<file path="src/hw/rtl/mexp_pkg.sv">
`default_nettype none
package mexp_pkg;

	localparam int WIDTH    = 32;
	localparam int EXP_BITS = 32;

	// multiplier step counter, holds WIDTH itself
	localparam int MCNT_W = $clog2(WIDTH + 1);

	typedef logic [WIDTH-1:0]    word_t;
	typedef logic [EXP_BITS-1:0] exp_t;

	typedef enum logic [3:0] {
		ST_IDLE,
		ST_RED,
		ST_RED_W,
		ST_SCAN,
		ST_MUL,
		ST_MUL_W,
		ST_SQR,
		ST_SQR_W,
		ST_FIN
	} state_t;

endpackage
`default_nettype wire

</file>
<file path="src/hw/rtl/mexp_cmd_if.sv">
`default_nettype none
interface mexp_cmd_if;
	import mexp_pkg::*;

	logic  valid;
	logic  ready;
	word_t base;
	exp_t  exponent;
	word_t modulus;

	modport source (output valid, output base, output exponent, output modulus, input ready);
	modport sink (input valid, input base, input exponent, input modulus, output ready);

endinterface
`default_nettype wire

</file>
<file path="src/hw/rtl/mexp_rsp_if.sv">
`default_nettype none
interface mexp_rsp_if;
	import mexp_pkg::*;

	logic  valid;
	logic  ready;
	word_t result;

	modport source (output valid, output result, input ready);
	modport sink (input valid, input result, output ready);

endinterface
`default_nettype wire

</file>
<file path="src/hw/rtl/mexp_mulmod.sv">
`default_nettype none
module mexp_mulmod (
	input  logic            clk,
	input  logic            arst_n,
	input  logic            start,
	input  mexp_pkg::word_t x,
	input  mexp_pkg::word_t y,
	input  mexp_pkg::word_t m,
	output mexp_pkg::word_t p,
	output logic            done
);
	import mexp_pkg::*;

	// 2*acc + x stays below 3*m
	localparam int TW = WIDTH + 2;

	word_t             acc_q;
	word_t             y_q;
	logic [MCNT_W-1:0] cnt_q;
	logic              busy_q;
	logic              done_q;

	logic [TW-1:0] t;
	logic [TW:0]   d1;
	logic [TW:0]   d2;
	word_t         nxt;

	// one double-and-add step, multiplier bits taken msb first
	always_comb begin
		t  = {1'b0, acc_q, 1'b0} + (y_q[WIDTH-1] ? {2'b00, x} : {TW{1'b0}});
		d1 = {1'b0, t} - {3'b000, m};
		d2 = {1'b0, t} - {2'b00, m, 1'b0};
		if (!d2[TW]) begin
			nxt = d2[WIDTH-1:0];
		end else if (!d1[TW]) begin
			nxt = d1[WIDTH-1:0];
		end else begin
			nxt = t[WIDTH-1:0];
		end
	end

	always_ff @(posedge clk or negedge arst_n) begin
		if (!arst_n) begin
			busy_q <= 1'b0;
			done_q <= 1'b0;
			cnt_q  <= '0;
		end else if (start) begin
			busy_q <= 1'b1;
			done_q <= 1'b0;
			cnt_q  <= MCNT_W'(WIDTH);
		end else if (busy_q) begin
			cnt_q <= cnt_q - MCNT_W'(1);
			if (cnt_q == MCNT_W'(1)) begin
				busy_q <= 1'b0;
				done_q <= 1'b1;
			end
		end else begin
			done_q <= 1'b0;
		end
	end

	always_ff @(posedge clk) begin
		if (start) begin
			acc_q <= '0;
			y_q   <= y;
		end else if (busy_q) begin
			acc_q <= nxt;
			y_q   <= {y_q[WIDTH-2:0], 1'b0};
		end
	end

	assign p    = acc_q;
	assign done = done_q;

endmodule
`default_nettype wire

</file>
<file path="src/hw/rtl/modular_exponentiation.sv">
// run time: grows with the exponent; the bit scan stops once the remaining exponent bits are all zero
// a set exponent bit costs a multiply and a square, a clear one only a square
// throughput: one item at a time; every modular product runs through the bit-serial multiplier
// the next item is taken while a finished result still waits in the output register
// reset: asynchronous, active low; returns to idle with no result pending, no clearing pass
`default_nettype none
module modular_exponentiation (
	input  logic       clk,
	input  logic       arst_n,
	mexp_cmd_if.sink   cmd,
	mexp_rsp_if.source rsp
);
	import mexp_pkg::*;

	state_t state_q;
	state_t state_d;

	word_t base_q;
	word_t mod_q;
	word_t acc_q;
	word_t sq_q;
	word_t res_q;
	exp_t  exp_q;
	logic  rsp_valid_q;

	logic  accept;
	logic  load_out;
	logic  mul_start;
	word_t mul_x;
	word_t mul_y;
	word_t mul_p;
	logic  mul_done;

	assign cmd.ready = (state_q == ST_IDLE);
	assign accept    = cmd.valid && cmd.ready;

	always_comb begin
		state_d = state_q;
		case (state_q)
			ST_IDLE: begin
				if (accept) state_d = ST_RED;
			end
			ST_RED: begin
				state_d = (mod_q == '0) ? ST_FIN : ST_RED_W;
			end
			ST_RED_W: begin
				if (mul_done) state_d = ST_SCAN;
			end
			ST_SCAN: begin
				if (exp_q == '0) begin
					state_d = ST_FIN;
				end else if (exp_q[0]) begin
					state_d = ST_MUL;
				end else begin
					state_d = ST_SQR;
				end
			end
			ST_MUL: begin
				state_d = ST_MUL_W;
			end
			ST_MUL_W: begin
				if (mul_done) state_d = ST_SQR;
			end
			ST_SQR: begin
				state_d = ST_SQR_W;
			end
			ST_SQR_W: begin
				if (mul_done) state_d = ST_SCAN;
			end
			ST_FIN: begin
				if (!rsp_valid_q || rsp.ready) state_d = ST_IDLE;
			end
			default: begin
				state_d = ST_IDLE;
			end
		endcase
	end

	// base reduction runs as (1 mod m) * base through the same multiplier
	always_comb begin
		mul_start = ((state_q == ST_RED) && (mod_q != '0)) ||
		            (state_q == ST_MUL) || (state_q == ST_SQR);
		mul_x     = (state_q inside {ST_SQR, ST_SQR_W}) ? sq_q : acc_q;
		mul_y     = (state_q == ST_RED) ? base_q : sq_q;
		load_out  = (state_q == ST_FIN) && (!rsp_valid_q || rsp.ready);
	end

	mexp_mulmod u_mul (
		.clk    (clk),
		.arst_n (arst_n),
		.start  (mul_start),
		.x      (mul_x),
		.y      (mul_y),
		.m      (mod_q),
		.p      (mul_p),
		.done   (mul_done)
	);

	always_ff @(posedge clk or negedge arst_n) begin
		if (!arst_n) begin
			state_q     <= ST_IDLE;
			rsp_valid_q <= 1'b0;
		end else begin
			state_q <= state_d;
			if (load_out) begin
				rsp_valid_q <= 1'b1;
			end else if (rsp.ready) begin
				rsp_valid_q <= 1'b0;
			end
		end
	end

	always_ff @(posedge clk) begin
		if (accept) begin
			base_q <= cmd.base;
			exp_q  <= cmd.exponent;
			mod_q  <= cmd.modulus;
			// 1 mod m, zero for a modulus of one or zero
			acc_q  <= (cmd.modulus <= word_t'(1)) ? '0 : word_t'(1);
		end else if (mul_done && (state_q == ST_MUL_W)) begin
			acc_q <= mul_p;
		end
		if (mul_done && ((state_q == ST_RED_W) || (state_q == ST_SQR_W))) begin
			sq_q <= mul_p;
		end
		if (mul_done && (state_q == ST_SQR_W)) begin
			exp_q <= exp_q >> 1;
		end
		if (load_out) begin
			res_q <= acc_q;
		end
	end

	assign rsp.valid  = rsp_valid_q;
	assign rsp.result = res_q;

endmodule
`default_nettype wire

</file>
<file path="src/flat_wrapper.sv">
// flat-port wrapper written by rule: the top's interface ports become plain ports
module modular_exponentiation_flat import mexp_pkg::*;
  (clk, arst_n, cmd_valid, cmd_base, cmd_exponent, cmd_modulus, cmd_ready, rsp_valid, rsp_result, rsp_ready);
  mexp_cmd_if cmd_i ();
  mexp_rsp_if rsp_i ();
  input  logic clk;
  input  logic arst_n;
  input wire logic [$bits(cmd_i.valid)-1:0] cmd_valid;
  input wire logic [$bits(cmd_i.base)-1:0] cmd_base;
  input wire logic [$bits(cmd_i.exponent)-1:0] cmd_exponent;
  input wire logic [$bits(cmd_i.modulus)-1:0] cmd_modulus;
  output wire logic [$bits(cmd_i.ready)-1:0] cmd_ready;
  output wire logic [$bits(rsp_i.valid)-1:0] rsp_valid;
  output wire logic [$bits(rsp_i.result)-1:0] rsp_result;
  input wire logic [$bits(rsp_i.ready)-1:0] rsp_ready;
  assign cmd_i.valid = cmd_valid;
  assign cmd_i.base = cmd_base;
  assign cmd_i.exponent = cmd_exponent;
  assign cmd_i.modulus = cmd_modulus;
  assign cmd_ready = cmd_i.ready;
  assign rsp_valid = rsp_i.valid;
  assign rsp_result = rsp_i.result;
  assign rsp_i.ready = rsp_ready;
  modular_exponentiation u_core (.clk(clk), .arst_n(arst_n), .cmd(cmd_i), .rsp(rsp_i));
endmodule
</file>
<file path="config.mk">
export PLATFORM = sky130hd
export DESIGN_NAME = modular_exponentiation_flat
export DESIGN_NICKNAME = d
export VERILOG_FILES = /design/src/hw/rtl/mexp_pkg.sv /design/src/hw/rtl/mexp_cmd_if.sv /design/src/hw/rtl/mexp_rsp_if.sv /design/src/hw/rtl/mexp_mulmod.sv /design/src/hw/rtl/modular_exponentiation.sv /design/src/flat_wrapper.sv
export SDC_FILE = /design/constraint.sdc
export NUM_CORES = 1
export LEC_CHECK = 0
export BUFFER_PORTS_ARGS = -buffer_cell sky130_fd_sc_hd__buf_2
export CAP_MARGIN = 20
export CORE_MARGIN = 2
export CORE_UTILIZATION = 40
export CTS_BUF_LIST = sky130_fd_sc_hd__clkbuf_8
export CTS_CLUSTER_SIZE = 16
export DETAILED_ROUTE_END_ITERATION = 12
export PLACE_DENSITY = 0.66
export SLEW_MARGIN = 30
export SYNTH_ARGS = -nofsm -noshare
export SYNTH_HDL_FRONTEND = slang
export SYNTH_HIERARCHICAL = 1
export SYNTH_SLANG_ARGS = --single-unit
</file>
<file path="constraint.sdc">
create_clock -name clk -period 6.2 [get_ports clk]
set_input_delay 0.31 -clock clk [delete_from_list [all_inputs] [get_ports clk]]
set_output_delay 0.31 -clock clk [all_outputs]
set_load 0.005 [all_outputs]
</file>
==> flow_metrics.env, run 1 <==
export IMPL_status="finished clean"
export IMPL_async_flop_share_pct=4.83
export IMPL_cp_arrival_ns=6.42
export IMPL_die_w_um=205
export IMPL_critPathMaxFanout=12
export IMPL_relSlewSlack_pct=47.0
export IMPL_synth_warnings=6
export IMPL_cp_end_kind="flip-flop"
export IMPL_port_buffers=133
export IMPL_synth_area_leaders="edfxtp_1 (41%), mux2_2 (8.8%), ha_1 (7.5%)"
export IMPL_antenna_found_initial=0
export IMPL_ys_ff_latch=269
export IMPL_synth_seq_area_share_pct=47.6
export IMPL_syn_area_per_cell_um2=11.2
export IMPL_setup_violations_final=0
export IMPL_fin_nets=1940
export IMPL_num_antenna_cells=0
export IMPL_fin_util_pct=49.8
export IMPL_wl_per_cell_um=18.4
export IMPL_path_class="reg2reg"
export IMPL_tritoncts="yes"
export IMPL_drtIter0Drc=1045
export IMPL_drive_gt1_share_pct=24.4
export IMPL_firstDrtPassIters=6
export IMPL_die_h_um=205
export IMPL_crit_slowest_cell="dfrtp_1"
export IMPL_dieArea_um2=42000
export IMPL_grt_pass1_vias=12136
export IMPL_antenna_left=0
export IMPL_startpoint_type="flip-flop"
export IMPL_cp_required_ns=6.67
export IMPL_mostFrequentLayoutCell="edfxtp_1"
export IMPL_timing_final_crit_share_pct=96.0
export IMPL_track_usage_pct=19.8
export IMPL_h_tree_depth=2
export IMPL_max_stage_delay_ns=0.39
export IMPL_max_freq_mhz=168
export IMPL_initial_core_util_pct=40.5
export IMPL_routed_wirelength_um=42300
export IMPL_netlist_instances=1442
export IMPL_overflow=0
export IMPL_period_needed_ns=5.95
export IMPL_synth_cell_type_count=82
export IMPL_hp_class="in2reg"
export IMPL_drv_cap=0
export IMPL_synth_area_um2=16100
export IMPL_clock_root_buffer="clkbuf_8"
export IMPL_numCtsBuffers=48
export IMPL_cts_max_path_buffers=3
export IMPL_worstSkewPairLatency_ns=0.64
export IMPL_synth_top_area_cell="edfxtp_1"
export IMPL_grt_max_degree=42
export IMPL_drv_slew=0
export IMPL_synth_top_area_share_pct=41.5
export IMPL_fin_skew_ns=0.0439
export IMPL_clkSlewWorstSetupHoldPaths_ns=0.06
export IMPL_gp_congestion=0.898
export IMPL_cts_num_sinks=269
export IMPL_fp_coreArea_um2=39800
export IMPL_rows=73
export IMPL_ios=134
export IMPL_avgViaCountPerCell=5.39
export IMPL_hpwl_um=31200
export IMPL_mostFrequentLayoutCells="edfxtp_1 (223), buf_2 (133), mux2_2 (126)"
export IMPL_synth_edff_count=223
export IMPL_drc=0
export IMPL_ys_flop_type="edfxtp_1"
export IMPL_tightest_slew_ns=0.795
export IMPL_grt_pass1_wl_um=65300
export IMPL_finalSetupTns_ns=0
export IMPL_area_growth_pct=22.9
export IMPL_vias=12393
export IMPL_syn_num_nets=1642
export IMPL_hold_violations=0
## critical path, delay by kind of cell, from the launching register on
family / cells / cell delay (ns)
buffers and inverters: 4 / 0.63
adder cells (fa/ha/maj): 2 / 0.71
AND/OR/NAND/NOR: 9 / 1.69
AO/OA/AOI/OAI: 10 / 1.83
flip-flops: 1 / 0.39
multiplexers: 2 / 0.50
## registers in the layout, summed over array words and instances (netlist names)
register,flops
u_core/rsp.valid,1
u_core/u_mul/busy_q,1
u_core/u_mul/y_q,32
u_core/mod_q,32
u_core/rsp.result,32
u_core/u_mul/done,1
u_core/exp_q,32
u_core/sq_q,32
u_core/u_mul/cnt_q,6
u_core/state_q,4
u_core/base_q,32
u_core/u_mul/p,32
u_core/acc_q,32
## final cells by class
class,instances,area (um^2)
Sequential cell,269,7680
Timing Repair Buffer,292,2220
Multi-Input combinational cell,1066,8180
Clock buffer,48,661
Clock inverter,35,191
Fill cell,3568,20000
Inverter,63,236
Tap cell,525,657
## synthesized netlist by cell type, types with 11 or more instances
master and number:
nand2_1 60, a211oi_1 23, o21ai_0 65, nor2_1 81, xor2_1 26, nand4_1 18
o21a_1 12, edfxtp_1 223, nand2b_1 22, and2_1 67, xnor2_1 54, and3_1 11
mux2_2 126, nor3_1 28, a21oi_1 98, clkbuf_1 21, o211ai_1 17, a21o_1 39
dfxtp_1 33, dfrtp_1 13, nor4_1 27, inv_1 62, nand3_1 36, ha_1 97
## repair_timing
| item | CTS | global route |
|---|---|---|
| endpoints found under the setup margin | 1 | 32 |
| endpoints found under the hold margin | 109 | 0 |
| cloned | 0 | 1 |
| hold buffers | 97 | 0 |
| setup buffers | 0 | 8 |
| pin swaps | 0 | 9 |
| gates resized for setup | 1 | 24 |
## metrics by stage
step	setup WS, ns	cells	area, um^2	hold slack [ns]
final	0.246	2298	19800	0.0494
after global placement	0.162	2105	17700	0.216
after CTS	0.00478	2288	19600	0.0115
after detailed placement	0.0245	2108	17800	0.220
after floorplan	0.298	1442	16100	0.0144
after global routing	-0.0188	2298	19800	0.0255
## cells by family (layout without fill, tap and decap cells)
| kind of cell | count (synthesis) | after routing | share of synthesized area, % |
|---|---|---|---|
| DFF | 269 | 269 | 47.6 |
| muxes | 137 | 137 | 9.48 |
| buffers and inverters | 107 | 438 | 2.85 |
| adders and majority gates | 100 | 100 | 7.89 |
| xor gates and xnor gates | 80 | 80 | 4.34 |
| and+or+nand+nor | 384 | 384 | 12.5 |
| AOI/OAI and AO/OA | 365 | 365 | 15.3 |
## per-layer routing
metal	vias up	part of all wire (%)	track usage, %
met3	50	6.2	4.15
li1	6090	-	-
met4	0	2.0	5.60
met1	5873	49	29.0
met2	380	43	29.3
met5	-	0	0
## final timing paths
kind / startpoint / endpoint / slack, ns / cells after the start
setup / recovery: u_core/state_q[1]$_DFFE_PN0P_ / u_core/u_mul/p[29]$_SDFFE_PP0P_ / 0.25 / 27
hold / removal: rsp_ready / u_core/rsp.valid$_DFFE_PN0P_ / 0.05 / 3
setup reg to reg: u_core/state_q[1]$_DFFE_PN0P_ / u_core/u_mul/p[29]$_SDFFE_PP0P_ / 0.25 / 27
hold reg to reg: u_core/acc_q[28]$_SDFFCE_PP0P_ / u_core/rsp.result[28]$_DFFE_PP_ / 0.44 / 0
max in group asynchronous: arst_n / u_core/state_q[0]$_DFFE_PN0P_ / 5.84 / 2
min in group asynchronous: arst_n / u_core/state_q[1]$_DFFE_PN0P_ / 0.10 / 2
Power of run 1 is not shown: default switching activity piles up to over one toggle a cycle in this logic, so the estimate is an artifact.
==> run 2: changes to the inputs <==
==> constraint.sdc (replaced) <==
create_clock -name clk -period 6.2 [get_ports clk]
set_input_delay 0.93 -clock clk [delete_from_list [all_inputs] [get_ports clk]]
set_output_delay 0.93 -clock clk [all_outputs]
set_load 0.005 [all_outputs]
==> run 2 against run 1 <==
Effect of this change:
- register-to-register slack hardly changed
- fmax is 0.16% lower
- first-iteration DRC count is 1.3% higher
- design area is 4.4% lower
- global-route usage is 0.37 points lower
- highest routed layer unchanged
==> flow_metrics.env, run 2 (synthesis gave the netlist of run 1 again) <==
export IMPL_status="finished clean"
export IMPL_grt_max_degree=42
export IMPL_relSlewSlack_pct=48.4
export IMPL_hold_buffers=0
export IMPL_drv_cap=0
export IMPL_track_usage_pct=19.4
export IMPL_initial_core_util_pct=40.5
export IMPL_place_ws_ns=0.0241
export IMPL_drtIter0Drc=1059
export IMPL_path_class="reg2reg"
export IMPL_gp_congestion=0.891
export IMPL_grt_pass1_vias=11573
export IMPL_area_growth_pct=17.5
export IMPL_firstDrtPassIters=5
export IMPL_cts_max_path_buffers=3
export IMPL_period_needed_ns=5.96
export IMPL_wl_per_cell_um=18.9
export IMPL_fp_coreArea_um2=39800
export IMPL_ios=134
export IMPL_fin_nets=1842
export IMPL_hp_class="in2async"
export IMPL_worstSkewPairLatency_ns=0.64
export IMPL_antenna_found_initial=0
export IMPL_h_tree_depth=2
export IMPL_max_stage_delay_ns=0.39
export IMPL_routed_wirelength_um=41700
export IMPL_die_h_um=205
export IMPL_critPathBufInv=4
export IMPL_drive_gt1_share_pct=26.4
export IMPL_numCtsBuffers=47
export IMPL_cp_arrival_ns=6.45
export IMPL_mostFrequentLayoutCells="edfxtp_1 (223), buf_2 (133), mux2_2 (126)"
export IMPL_critPathMaxFanout=12
export IMPL_cp_end_kind="flip-flop"
export IMPL_setup_violations_final=0
export IMPL_r2r_start="u_core/state_q[1]$_DFFE_PN0P_"
export IMPL_avgViaCountPerCell=5.55
export IMPL_tightest_slew_ns=0.771
export IMPL_cts_num_sinks=269
export IMPL_overflow=0
export IMPL_max_freq_mhz=168
export IMPL_grt_pass1_wl_um=63800
export IMPL_port_buffers=133
export IMPL_critPathLaunch="u_core/state_q[1]$_DFFE_PN0P_"
export IMPL_path_delay_family="compound AO/OA/AOI/OAI gates"
export IMPL_vias=12243
export IMPL_startpoint_type="flip-flop"
export IMPL_hold_violations=0
export IMPL_crit_slowest_cell="or3_1"
export IMPL_cp_required_ns=6.69
export IMPL_num_antenna_cells=0
export IMPL_clkSlewWorstSetupHoldPaths_ns=0.06
export IMPL_timing_final_crit_share_pct=96.2
export IMPL_dieArea_um2=42000
export IMPL_hpwl_um=31100
export IMPL_tritoncts="yes"
export IMPL_die_w_um=205
export IMPL_fin_skew_ns=0.0385
export IMPL_mostFrequentLayoutCell="edfxtp_1"
export IMPL_setup_slack_ns=0.237
export IMPL_drc=0
export IMPL_clock_root_buffer="clkbuf_8"
export IMPL_drv_slew=0
export IMPL_rows=73
export IMPL_antenna_left=0
run 2: cell type report:
cell class | count | area, um^2
clock buffers | 47 | 647
clock inverters | 39 | 262
fillers | 3669 | 20900
inverters | 63 | 236
multi-input cells | 1067 | 8250
flip-flops and latches | 269 | 7680
well taps | 525 | 657
repair buffers | 194 | 1230
run 2: per-stage QoR:
step	cells	util [%]	setup TNS, ns	hold WS (ns)	instance area, um^2
finish	2204	47.6	0	0.198	19000
global route	2204	47.6	-0.261	0.180	19000
CTS	2193	46.9	0	0.138	18700
detailed placement	2107	44.6	0	0.431	17800
global placement	2104	44.4	0	0.425	17700
floorplan	1442	-	0	0.420	16100
run 2: worst paths after layout:
kind                                              endpoint  slack [ns]  depth (start not counted)
min in group clk           u_core/rsp.result[27]$_DFFE_PP_        0.44                          0
min reg2reg                u_core/rsp.result[27]$_DFFE_PP_        0.44                          0
max                        u_core/u_mul/p[29]$_SDFFE_PP0P_        0.24                         27
min                          u_core/state_q[1]$_DFFE_PN0P_        0.20                          1
max in group asynchronous    u_core/state_q[2]$_DFFE_PN0P_        5.74                          1
max reg2reg                u_core/u_mul/p[29]$_SDFFE_PP0P_        0.24                         27
run 2: metal layers:
metal | vias to the layer above | wire [um] | track usage [%]
li1 | 5890 | - | -
met2 | 359 | 17600 | 27.7
met4 | 0 | 902 | 5.70
met1 | 5930 | 20500 | 29.2
met3 | 64 | 2690 | 4.17
met5 | - | 0 | 0
run 2: what timing repair did:
item / 4_1_cts / 5_1_grt
endpoints found under the setup margin: 2 / 32
pin swaps: 0 / 11
buffers inserted: 0 / 8
endpoints found under the hold margin: 0 / 0
gates resized for setup: 2 / 33
cloned: 0 / 2
Power of run 2 is left out for the same reason.
